==> src/rtl/dtt_pkg.sv <==
// Package for the deadline timer table: widths, command codes and result kinds.
// Used by deadline_timer_table_core.
package dtt_pkg;
  localparam int unsigned NumTimers = 16;
  localparam int unsigned IdW       = 4;
  localparam int unsigned TimeW     = 48;
  localparam int unsigned DurW      = 32;
  localparam int unsigned StampW    = 32;

  typedef enum logic [1:0] {
    CmdStart = 2'd0,
    CmdStop  = 2'd1,
    CmdTick  = 2'd2,
    CmdQuery = 2'd3
  } cmd_e;

  localparam logic KindExpire = 1'b0;
  localparam logic KindQuery  = 1'b1;
endpackage

==> src/rtl/deadline_timer_table_core.sv <==
// Deadline timer table: 16 slots with deadline and start stamp in one synchronous memory.
// Uses dtt_pkg.
// Start and stop complete in their accept cycle. A query scans all slots, then registers its
// result; the next input is taken once the block is back in idle. A tick does one scan per
// reported slot plus a final empty scan (none after a 16th report), all on the single read
// port of the slot memory. Reset clears run marks, tick count and stamp count.
module deadline_timer_table_core (
  input  logic        clk_i,
  input  logic        rst_ni,
  input  logic        in_valid_i,
  output logic        in_ready_o,
  input  logic [1:0]  command_i,
  input  logic [3:0]  timer_id_i,
  input  logic [31:0] duration_i,
  output logic        out_valid_o,
  input  logic        out_ready_i,
  output logic        result_kind_o,
  output logic [3:0]  expired_id_o,
  output logic [31:0] time_left_o,
  output logic        none_running_o,
  output logic        last_o
);

  typedef enum logic [4:0] {
    StIdle = 5'b00001,
    StScan = 5'b00010,
    StEval = 5'b00100,
    StEmit = 5'b01000,
    StWait = 5'b10000
  } state_e;

  localparam int unsigned EntW = dtt_pkg::TimeW + dtt_pkg::StampW;

  logic [EntW-1:0] mem_q [dtt_pkg::NumTimers];
  logic [EntW-1:0] rdata_q;

  state_e state_q, state_d;
  logic [dtt_pkg::NumTimers-1:0] run_q, run_d;
  logic [dtt_pkg::TimeW-1:0]  now_q, now_d;
  logic [dtt_pkg::StampW-1:0] stamp_q, stamp_d;
  logic [1:0] cmd_q, cmd_d;
  logic [dtt_pkg::IdW:0] ridx_q, ridx_d;   // read address, one past end = done
  logic [dtt_pkg::IdW-1:0] eidx_q, eidx_d; // index of data in rdata_q
  logic rvld_q, rvld_d;
  logic best_v_q, best_v_d;
  logic [dtt_pkg::IdW-1:0] best_id_q, best_id_d;
  logic [dtt_pkg::TimeW-1:0] best_rem_q, best_rem_d;
  logic [dtt_pkg::StampW-1:0] best_age_q, best_age_d;
  logic [4:0] nrep_q, nrep_d;
  logic pend_v_q, pend_v_d;
  logic [dtt_pkg::IdW-1:0] pend_id_q, pend_id_d;
  logic ov_q, ov_d, okind_q, okind_d, onone_q, onone_d, olast_q, olast_d;
  logic [dtt_pkg::IdW-1:0] oid_q, oid_d;
  logic [31:0] oleft_q, oleft_d;

  logic we;
  logic [dtt_pkg::IdW-1:0] waddr, raddr;
  logic [EntW-1:0] wdata;

  always_ff @(posedge clk_i) begin
    if (we) begin
      mem_q[waddr] <= wdata;
    end
    rdata_q <= mem_q[raddr];
  end

  logic [dtt_pkg::TimeW-1:0] e_rem, e_key, b_key;
  logic [dtt_pkg::StampW-1:0] e_age;
  logic e_due, e_cand, e_better, in_acc, out_acc;

  assign e_rem = rdata_q[EntW-1 -: dtt_pkg::TimeW] - now_q;
  assign e_age = stamp_q - rdata_q[dtt_pkg::StampW-1:0];
  assign e_due = (e_rem == '0) || e_rem[dtt_pkg::TimeW-1];
  assign e_key = {~e_rem[dtt_pkg::TimeW-1], e_rem[dtt_pkg::TimeW-2:0]};
  assign b_key = {~best_rem_q[dtt_pkg::TimeW-1], best_rem_q[dtt_pkg::TimeW-2:0]};
  assign e_cand = rvld_q && run_q[eidx_q] &&
                  ((cmd_q == dtt_pkg::CmdQuery) || e_due);
  assign e_better = !best_v_q || (e_key < b_key) ||
                    ((e_key == b_key) && (e_age > best_age_q));

  assign in_ready_o = (state_q == StIdle) && !pend_v_q;
  assign in_acc  = in_valid_i && in_ready_o;
  assign out_acc = ov_q && out_ready_i;
  assign out_valid_o    = ov_q;
  assign result_kind_o  = okind_q;
  assign expired_id_o   = oid_q;
  assign time_left_o    = oleft_q;
  assign none_running_o = onone_q;
  assign last_o         = olast_q;

  always_comb begin
    state_d = state_q; run_d = run_q; now_d = now_q; stamp_d = stamp_q;
    cmd_d = cmd_q; ridx_d = ridx_q; eidx_d = eidx_q; rvld_d = 1'b0;
    best_v_d = best_v_q; best_id_d = best_id_q; best_rem_d = best_rem_q;
    best_age_d = best_age_q; nrep_d = nrep_q; pend_v_d = pend_v_q; pend_id_d = pend_id_q;
    ov_d = ov_q; okind_d = okind_q; oid_d = oid_q; oleft_d = oleft_q;
    onone_d = onone_q; olast_d = olast_q;
    we = 1'b0; waddr = timer_id_i;
    wdata = {now_q + {16'd0, duration_i}, stamp_q};
    raddr = ridx_q[dtt_pkg::IdW-1:0];

    if (out_acc) ov_d = 1'b0;

    case (state_q)
      StIdle: begin
        if (in_acc) begin
          cmd_d = command_i;
          case (dtt_pkg::cmd_e'(command_i))
            dtt_pkg::CmdStart: begin
              we = 1'b1;
              run_d[timer_id_i] = 1'b1;
              stamp_d = stamp_q + 1'b1;
            end
            dtt_pkg::CmdStop: run_d[timer_id_i] = 1'b0;
            dtt_pkg::CmdTick: begin
              now_d = now_q + 1'b1;
              nrep_d = '0;
              ridx_d = '0; best_v_d = 1'b0; state_d = StScan;
            end
            default: begin
              ridx_d = '0; best_v_d = 1'b0; state_d = StScan;
            end
          endcase
        end
      end
      StScan: begin
        if (e_cand && e_better) begin
          best_v_d = 1'b1; best_id_d = eidx_q; best_rem_d = e_rem; best_age_d = e_age;
        end
        if (ridx_q == dtt_pkg::NumTimers) begin
          state_d = StEval;
        end else begin
          rvld_d = 1'b1;
          eidx_d = ridx_q[dtt_pkg::IdW-1:0];
          ridx_d = ridx_q + 1'b1;
        end
      end
      StEval: begin
        // last entry was taken in the final scan cycle; rvld_q is low here
        if (e_cand && e_better) begin
          best_v_d = 1'b1; best_id_d = eidx_q; best_rem_d = e_rem; best_age_d = e_age;
        end
        state_d = StEmit;
      end
      StEmit: begin
        if (cmd_q == dtt_pkg::CmdQuery) begin
          if (!ov_q || out_acc) begin
            ov_d = 1'b1; okind_d = dtt_pkg::KindQuery; oid_d = '0;
            onone_d = !best_v_q; olast_d = 1'b1;
            oleft_d = (!best_v_q || best_rem_q[dtt_pkg::TimeW-1]) ? '0 : best_rem_q[31:0];
            state_d = StIdle;
          end
        end else if (!best_v_q) begin
          // no more due slots: mark the held report as last
          if (pend_v_q) begin
            if (!ov_q || out_acc) begin
              ov_d = 1'b1; okind_d = dtt_pkg::KindExpire; oid_d = pend_id_q;
              oleft_d = '0; onone_d = 1'b0; olast_d = 1'b1;
              pend_v_d = 1'b0; state_d = StIdle;
            end
          end else begin
            state_d = StIdle;
          end
        end else if (!pend_v_q || !ov_q || out_acc) begin
          // another due slot follows, so the held report is not the last one
          if (pend_v_q) begin
            ov_d = 1'b1; okind_d = dtt_pkg::KindExpire; oid_d = pend_id_q;
            oleft_d = '0; onone_d = 1'b0; olast_d = 1'b0;
          end
          run_d[best_id_q] = 1'b0;
          pend_v_d = 1'b1; pend_id_d = best_id_q;
          nrep_d = nrep_q + 1'b1;
          if (nrep_q == 5'd15) begin
            state_d = StWait;
          end else begin
            ridx_d = '0; best_v_d = 1'b0; state_d = StScan;
          end
        end
      end
      StWait: begin
        // report limit reached: the held report is the last one
        if (!ov_q || out_acc) begin
          ov_d = 1'b1; okind_d = dtt_pkg::KindExpire; oid_d = pend_id_q;
          oleft_d = '0; onone_d = 1'b0; olast_d = 1'b1;
          pend_v_d = 1'b0; state_d = StIdle;
        end
      end
      default: state_d = StIdle;
    endcase
  end

  always_ff @(posedge clk_i or negedge rst_ni) begin
    if (!rst_ni) begin
      state_q <= StIdle; run_q <= '0; now_q <= '0; stamp_q <= '0;
      rvld_q <= 1'b0; pend_v_q <= 1'b0; ov_q <= 1'b0; best_v_q <= 1'b0;
      cmd_q <= '0; ridx_q <= '0; nrep_q <= '0;
    end else begin
      state_q <= state_d; run_q <= run_d; now_q <= now_d; stamp_q <= stamp_d;
      rvld_q <= rvld_d; pend_v_q <= pend_v_d; ov_q <= ov_d; best_v_q <= best_v_d;
      cmd_q <= cmd_d; ridx_q <= ridx_d; nrep_q <= nrep_d;
    end
  end

  always_ff @(posedge clk_i) begin
    eidx_q <= eidx_d; best_id_q <= best_id_d; best_rem_q <= best_rem_d;
    best_age_q <= best_age_d; pend_id_q <= pend_id_d;
    okind_q <= okind_d; oid_q <= oid_d; oleft_q <= oleft_d;
    onone_q <= onone_d; olast_q <= olast_d;
  end

endmodule

==> config.mk <==
export PLATFORM = sky130hd
export DESIGN_NAME = deadline_timer_table_core
export DESIGN_NICKNAME = d
export VERILOG_FILES = /design/src/rtl/dtt_pkg.sv /design/src/rtl/deadline_timer_table_core.sv
export SDC_FILE = /design/constraint.sdc
export NUM_CORES = 2
export LEC_CHECK = 0
export ABC_CLOCK_PERIOD_IN_PS = 20800
export BUFFER_PORTS_ARGS = -buffer_cell sky130_fd_sc_hd__clkbuf_2
export CORE_MARGIN = 2
export CORE_UTILIZATION = 52
export CTS_BUF_LIST = sky130_fd_sc_hd__clkbuf_16
export CTS_CLUSTER_DIAMETER = 80
export CTS_CLUSTER_SIZE = 40
export DETAILED_ROUTE_END_ITERATION = 16
export GPL_ROUTABILITY_DRIVEN = 0
export PLACE_DENSITY_LB_ADDON = 0.2
export SLEW_MARGIN = 30
export SYNTH_ARGS = -nofsm -noshare
export SYNTH_HDL_FRONTEND = slang
export SYNTH_SLANG_ARGS = --single-unit
==> constraint.sdc <==
create_clock -name clk_i -period 20.8 [get_ports clk_i]
set_input_delay 1.04 -clock clk_i [delete_from_list [all_inputs] [get_ports clk_i]]
set_output_delay 1.04 -clock clk_i [all_outputs]
set_load 0.05 [all_outputs]
-- Yosys cells after proc, flatten, opt, wreduce, memory -nomap -nowiden
Memories as Yosys holds them, arrays and structs flattened. A register that Yosys moved wholly into a read port is not among the register bits.
Cells that the tools add are included.
- register bits: 248
- bits in writable memories: 1280
- input port bits: 42
- output and inout port bits: 41
- word-level logic and storage cells: 217
- memories kept: 1
- memories (name ; depth ; width ; rd ports ; clocked after memory_dff ; write ports ; RTL line ; RTL):
    mem_q ; 16 ; 80 ; 1 ; 1 ; 1 ; deadline_timer_table_core.sv:34 ; logic [EntW-1:0] mem_q [dtt_pkg::NumTimers];
- add/sub/neg operators: 7
- magnitude comparators: 7
- equal/unequal tests: 28
- muxes and demuxes: 102
- bitwise gates (word level): 9
- reductions and logical operators: 42
- operators with widths (operator ; count):
    $mux W32 ; 8
    $mux W5 ; 21
    $mux W16 ; 4
    $pmux W16 S2 ; 2
    $pmux W32 S2 ; 1
    $add A48 B1 Y48 const B ; 1
    $add A48 B32 Y48 ; 1
    $eq A48 B48 Y1 ; 1
    $logic_not A48 Y1 ; 1
    $lt A48 B48 Y1 ; 1
    $sub A48 B48 Y48 ; 1
    $mux W1 ; 46
    $add A32 B1 Y32 const B ; 1
    $and A16 B16 Y16 ; 2
    $gt A32 B32 Y1 ; 1
    $not A16 Y16 ; 2
    $sub A32 B32 Y32 ; 1
    $mux W4 ; 7
    $pmux W5 S5 ; 1
    $ne A2 B2 Y1 const B ; 9
    $or A16 B16 Y16 ; 1
    $reduce_and A4 Y1 ; 4
    $lt A4 B5 Y1 const B ; 3
    $pmux W5 S3 ; 1
    other kinds (32) ; 74

-- Depth between registers and ports, before layout
- word-level depth: 10
- depth in mapped cells: 26
- depth with buffers taken out: 26

-- Worst setup path before layout
No wires, ideal clock.
- path type: register to register
- start: register stamp_q[0] (netlist bit)
- end: register best_age_q[0] (netlist bit), enable pin
- library setup time: 0.445 ns
- data arrival time: 6.576 ns
- data required time: 20.355 ns
- path slack: 13.779 ns
- stages on the path, launching flop included: 27
- path buffers: 0
- clock period less this slack: 7.021 ns
- cell sequence: dfrtp_1 > inv_1 > ha_1 > inv_1 > fa_1 > a21o_1 > a21oi_1 > o21a_1 > o21ai_0 > nand2_1 > a21oi_1 > a31o_2 > a21oi_1 > o21bai_1 > a21o_1 > xor2_1 > ha_1 > nand4_1 > nor3_1 > nand4_1 > nor3_1 > o211ai_1 > o221a_2 > o32a_1 > nor4b_1 > nand4_1 > nand2_1
- word-level cells in the longest chain between the ends: 6
- ends and longest elaborated chain (what ; RTL line ; RTL):
    from (decl) ; deadline_timer_table_core.sv:40 ; logic [dtt_pkg::StampW-1:0] stamp_q, stamp_d;
    from (signal assigned) ; deadline_timer_table_core.sv:198 ; state_q <= state_d; run_q <= run_d; now_q <= now_d; stamp_q <= stamp_d;
    $sub A32 B32 Y32 ; deadline_timer_table_core.sv:72 ; assign e_age = stamp_q - rdata_q[dtt_pkg::StampW-1:0];
    via e_age, one bit ; deadline_timer_table_core.sv:68 ; logic [dtt_pkg::StampW-1:0] e_age;
    $gt A32 B32 Y1 ; deadline_timer_table_core.sv:79 ; ((e_key == b_key) && (e_age > best_age_q));
    $logic_and A1 B1 Y1 ; deadline_timer_table_core.sv:79 ;
    $logic_or A1 B1 Y1 ; deadline_timer_table_core.sv:78 ; assign e_better = !best_v_q || (e_key < b_key) ||
    $logic_and A1 B1 Y1 ; deadline_timer_table_core.sv:127, deadline_timer_table_core.sv:140 ;
    $reduce_and A2 Y1 (no line) ; -- ;
    to (signal assigned) ; deadline_timer_table_core.sv:206 ; best_age_q <= best_age_d; pend_id_q <= pend_id_d;
    to (decl) ; deadline_timer_table_core.sv:48 ; logic [dtt_pkg::StampW-1:0] best_age_q, best_age_d;
The timed path passes the listed nets, and every way through them passes these cells.
A chain may end at the register's enable or synchronous reset.

-- Worst setup path after layout
- start: register stamp_q[0] (netlist bit)
- end: register best_rem_q[7] (netlist bit), enable pin
- word-level cells in the longest chain between the ends: 6
- ends and longest elaborated chain (what ; RTL line ; RTL):
    $sub A32 B32 Y32 ; deadline_timer_table_core.sv:72 ;
    via e_age, one bit ; deadline_timer_table_core.sv:68 ;
    $gt A32 B32 Y1 ; deadline_timer_table_core.sv:79 ;
    $logic_and A1 B1 Y1 ; deadline_timer_table_core.sv:79 ;
    $logic_or A1 B1 Y1 ; deadline_timer_table_core.sv:78 ;
    $logic_and A1 B1 Y1 ; deadline_timer_table_core.sv:127, deadline_timer_table_core.sv:140 ;
    $reduce_and A2 Y1 (no line) ; -- ;
    to (signal assigned) ; deadline_timer_table_core.sv:205 ; eidx_q <= eidx_d; best_id_q <= best_id_d; best_rem_q <= best_rem_d;
    to (decl) ; deadline_timer_table_core.sv:47 ; logic [dtt_pkg::TimeW-1:0] best_rem_q, best_rem_d;
The timed path passes the listed nets, and every way through them passes these cells.

==> results.ini <==
[finish]
stdcell_count = 5822
drive_above_1_share = 0.189
nets = 4267
multi_input_area_sq_um = 20500
seq_area_sq_um = 46900
fin_util = 0.570
area_growth_pct = 8.43
nFillCells = 9834
finalInstanceArea_sq_um = 74100

[routing]
wl_um = 158000
via_per_inst = 6.13
drc_errors = 0
wl_per_cell_um = 27.1
num_vias = 35700
drtAntennaViolNets = 0
drt-pass1-iter-count = 5
drt_iter0_drc = 3689

[sta]
setup_ws_ps = 13020
hold_slack_ps = 303
period_share = 0.374
tightestPinTransition_ps = 988
finClkSkew_ps = 44.2
fmax_mhz = 129
grt_setup_unrepaired = false
setup_violations = 0
min_period_ps = 7780
drv_slew = 0
tns_ps = 0
finalHoldViolations = 0
relSlewSlack = 0.341

[power]
power_mw = 5.38
ir_worst_vdd_mv = 0.0554
power.leakage_nw = 27.2
p_per_area_nw_per_um2 = 72.6

[worst_setup_path]
crit_required_ps = 21120
reg2reg_slack_ps = 13020
cpMaxStageDelayCell = dfrtp_1
worstSetupPathType = flop to flop
slowest_delay_ps = 720
rr_worst_depth = 27
cp-start-kind = flop
cp.arrival_ps = 8100
endpoint_kind = flop
r2r_end = best_rem_q[7]
crit_fanout = 47
rr_startpoint = stamp_q[0]

[die]
core_area_sq_um = 130000
chipWidth_um = 366
die_area_sq_um = 134000
initial_core_util = 0.526
die_y_um = 366
std_cell_rows = 132
ioPinCount = 83

[logic_synthesis]
ys.warnings.count = 0
yosysUniqueCellTypes = 92
synthTopCellsByCount = edfxtp_1, mux4_2, inv_1
ys.flop_type = edfxtp_1
synth.area.top_cells = edfxtp_1, mux4_2, dfrtp_1
ys_async_sr_fraction = 0.0728
syn_nets = 4183
syn-cell-area_sq_um = 68300
netlist.area_leader.share = 0.620
avgSynthCellArea_sq_um = 17.3
synth_largest_area_cell = edfxtp_1
synthCells = 3942
yosysSeqAreaShare = 0.687
synth_edf_count = 1411
yosysMostFrequentCell = edfxtp_1
ys_ff_latch = 1608

[place]
dp_hpwl_um = 96300
dp_slack_ps = 13190
place_area_sq_um = 71400
post-place-cells = 5695
portBuffers = 82

[cts]
cts_buffers = 67
cts_root_buf = clkbuf_16
cts_resized = 0
postCtsSetupRepairBufs = 0
hold_buffers = 0
tritoncts = done
h-tree-depth = 3
clk_latency_ps = 700
clk_pin_slew_ps = 120
clock_path_buffers = 3
cts_sinks = 1608

[global_routing]
grt_overflow = 0
grt_pass1_vias = 35800
antenna_found_initial = 3
grt.total_usage = 0.236
grt_max_degree = 105
grt_pass1_wl_um = 237000

[hold_path]
hold_path.class = input port to asynchronous set/reset pin

[outcome]
outcome = completed

[run]
maxCapViolCount = 0

-- registers in the layout (all words and copies together), names as in the netlist, 4 cells and up, named ones only --
| signal | cells |
|---|---|
| eidx_q | 4 |
| nrep_q | 5 |
| state_q | 5 |
| mem_q | 1280 |
| pend_id_q | 4 |
| ridx_q | 5 |
| best_id_q | 4 |
| best_rem_q | 48 |
| stamp_q | 32 |
| rdata_q | 80 |
| expired_id_o | 4 |
| now_q | 48 |
| best_age_q | 32 |
| time_left_o | 32 |
-- critical path, delay by kind of cell (launching register included) --
family	cells	cell delay, ps
and+or+nand+nor	9	2440
buffers and inverters	3	850
xor gates and xnor gates	1	130
adders and majority gates	3	720
DFF	1	720
AOI/OAI and AO/OA	11	2500
-- report_power, final --
| part | total (mW) | internal [mW] | switching, mW | leakage (nW) |
|---|---|---|---|---|
| Combinational | 0.0785 | 0.0194 | 0.0591 | 9.87 |
| Clock | 1.81 | 0.743 | 1.06 | 1.21 |
| Sequential | 3.49 | 3.49 | 0.000180 | 16.2 |
-- cell usage in the layout, fill, tap and decap left out, types with 14 or more instances in the layout --
cell type / count
nand3_1: 102
xor2_1: 38
mux4_2: 404
xnor2_1: 112
a21o_1: 87
dfrtp_1: 112
or3_1: 17
o21ai_0: 84
nor2_1: 143
nor2_4: 17
o21a_1: 18
inv_1: 208
a211oi_1: 15
nand2_1: 148
and3_1: 33
clkbuf_16: 72
nor2b_1: 27
a21oi_1: 169
o21bai_1: 21
mux2i_1: 16
nand4_1: 47
nor3_1: 46
a22o_1: 16
xnor2_2: 29
edfxtp_1: 1411
clkbuf_2: 81
dfxtp_1: 80
buf_4: 58
ha_1: 196
nor4_1: 14
-- worst max-delay path by stage --
| stage | start | endpoint | slack, ps | cells after the start |
|---|---|---|---|---|
| 4_1_cts | stamp_q[0] | best_rem_q[12] | 13110 | 27 |
| 6_report | stamp_q[0] | best_rem_q[7] | 13020 | 27 |
| 3_3_place_gp | stamp_q[0] | best_id_q[2] | 13370 | 27 |
| 5_1_grt | stamp_q[0] | best_rem_q[11] | 12420 | 27 |
| 2_1_floorplan | stamp_q[0] | best_age_q[0] | 13780 | 26 |
| 3_5_place_dp | stamp_q[0] | best_id_q[1] | 13190 | 27 |
-- per-layer routing --
metal	global-route usage	up-vias	part of all wire
li1	-	15700	-
met2	0.392	1031	0.49
met4	0.0479	2	0.017
met5	0	-	0.000082
met1	0.342	18800	0.44
met3	0.0249	150	0.052
-- final cells by class --
cell class / count / area share
antenna: 1 / 0.0000338
inverter: 207 / 0.0105
timing repair buffer: 155 / 0.0155
multi-input combinational: 1987 / 0.277
clock inverter: 50 / 0.00980
tap: 1742 / 0.0294
sequential: 1608 / 0.633
clock buffer: 72 / 0.0243
-- logic make-up after synthesis --
family	Yosys count	synth area share
muxes	425	0.136
DFF	1608	0.687
AOI/OAI and AO/OA	505	0.0477
and+or+nand+nor	671	0.0492
buffers and inverters	347	0.0195
adders and majority gates	199	0.0368
xor gates and xnor gates	187	0.0240
Note: power is estimated with default switching activity, not from simulation.
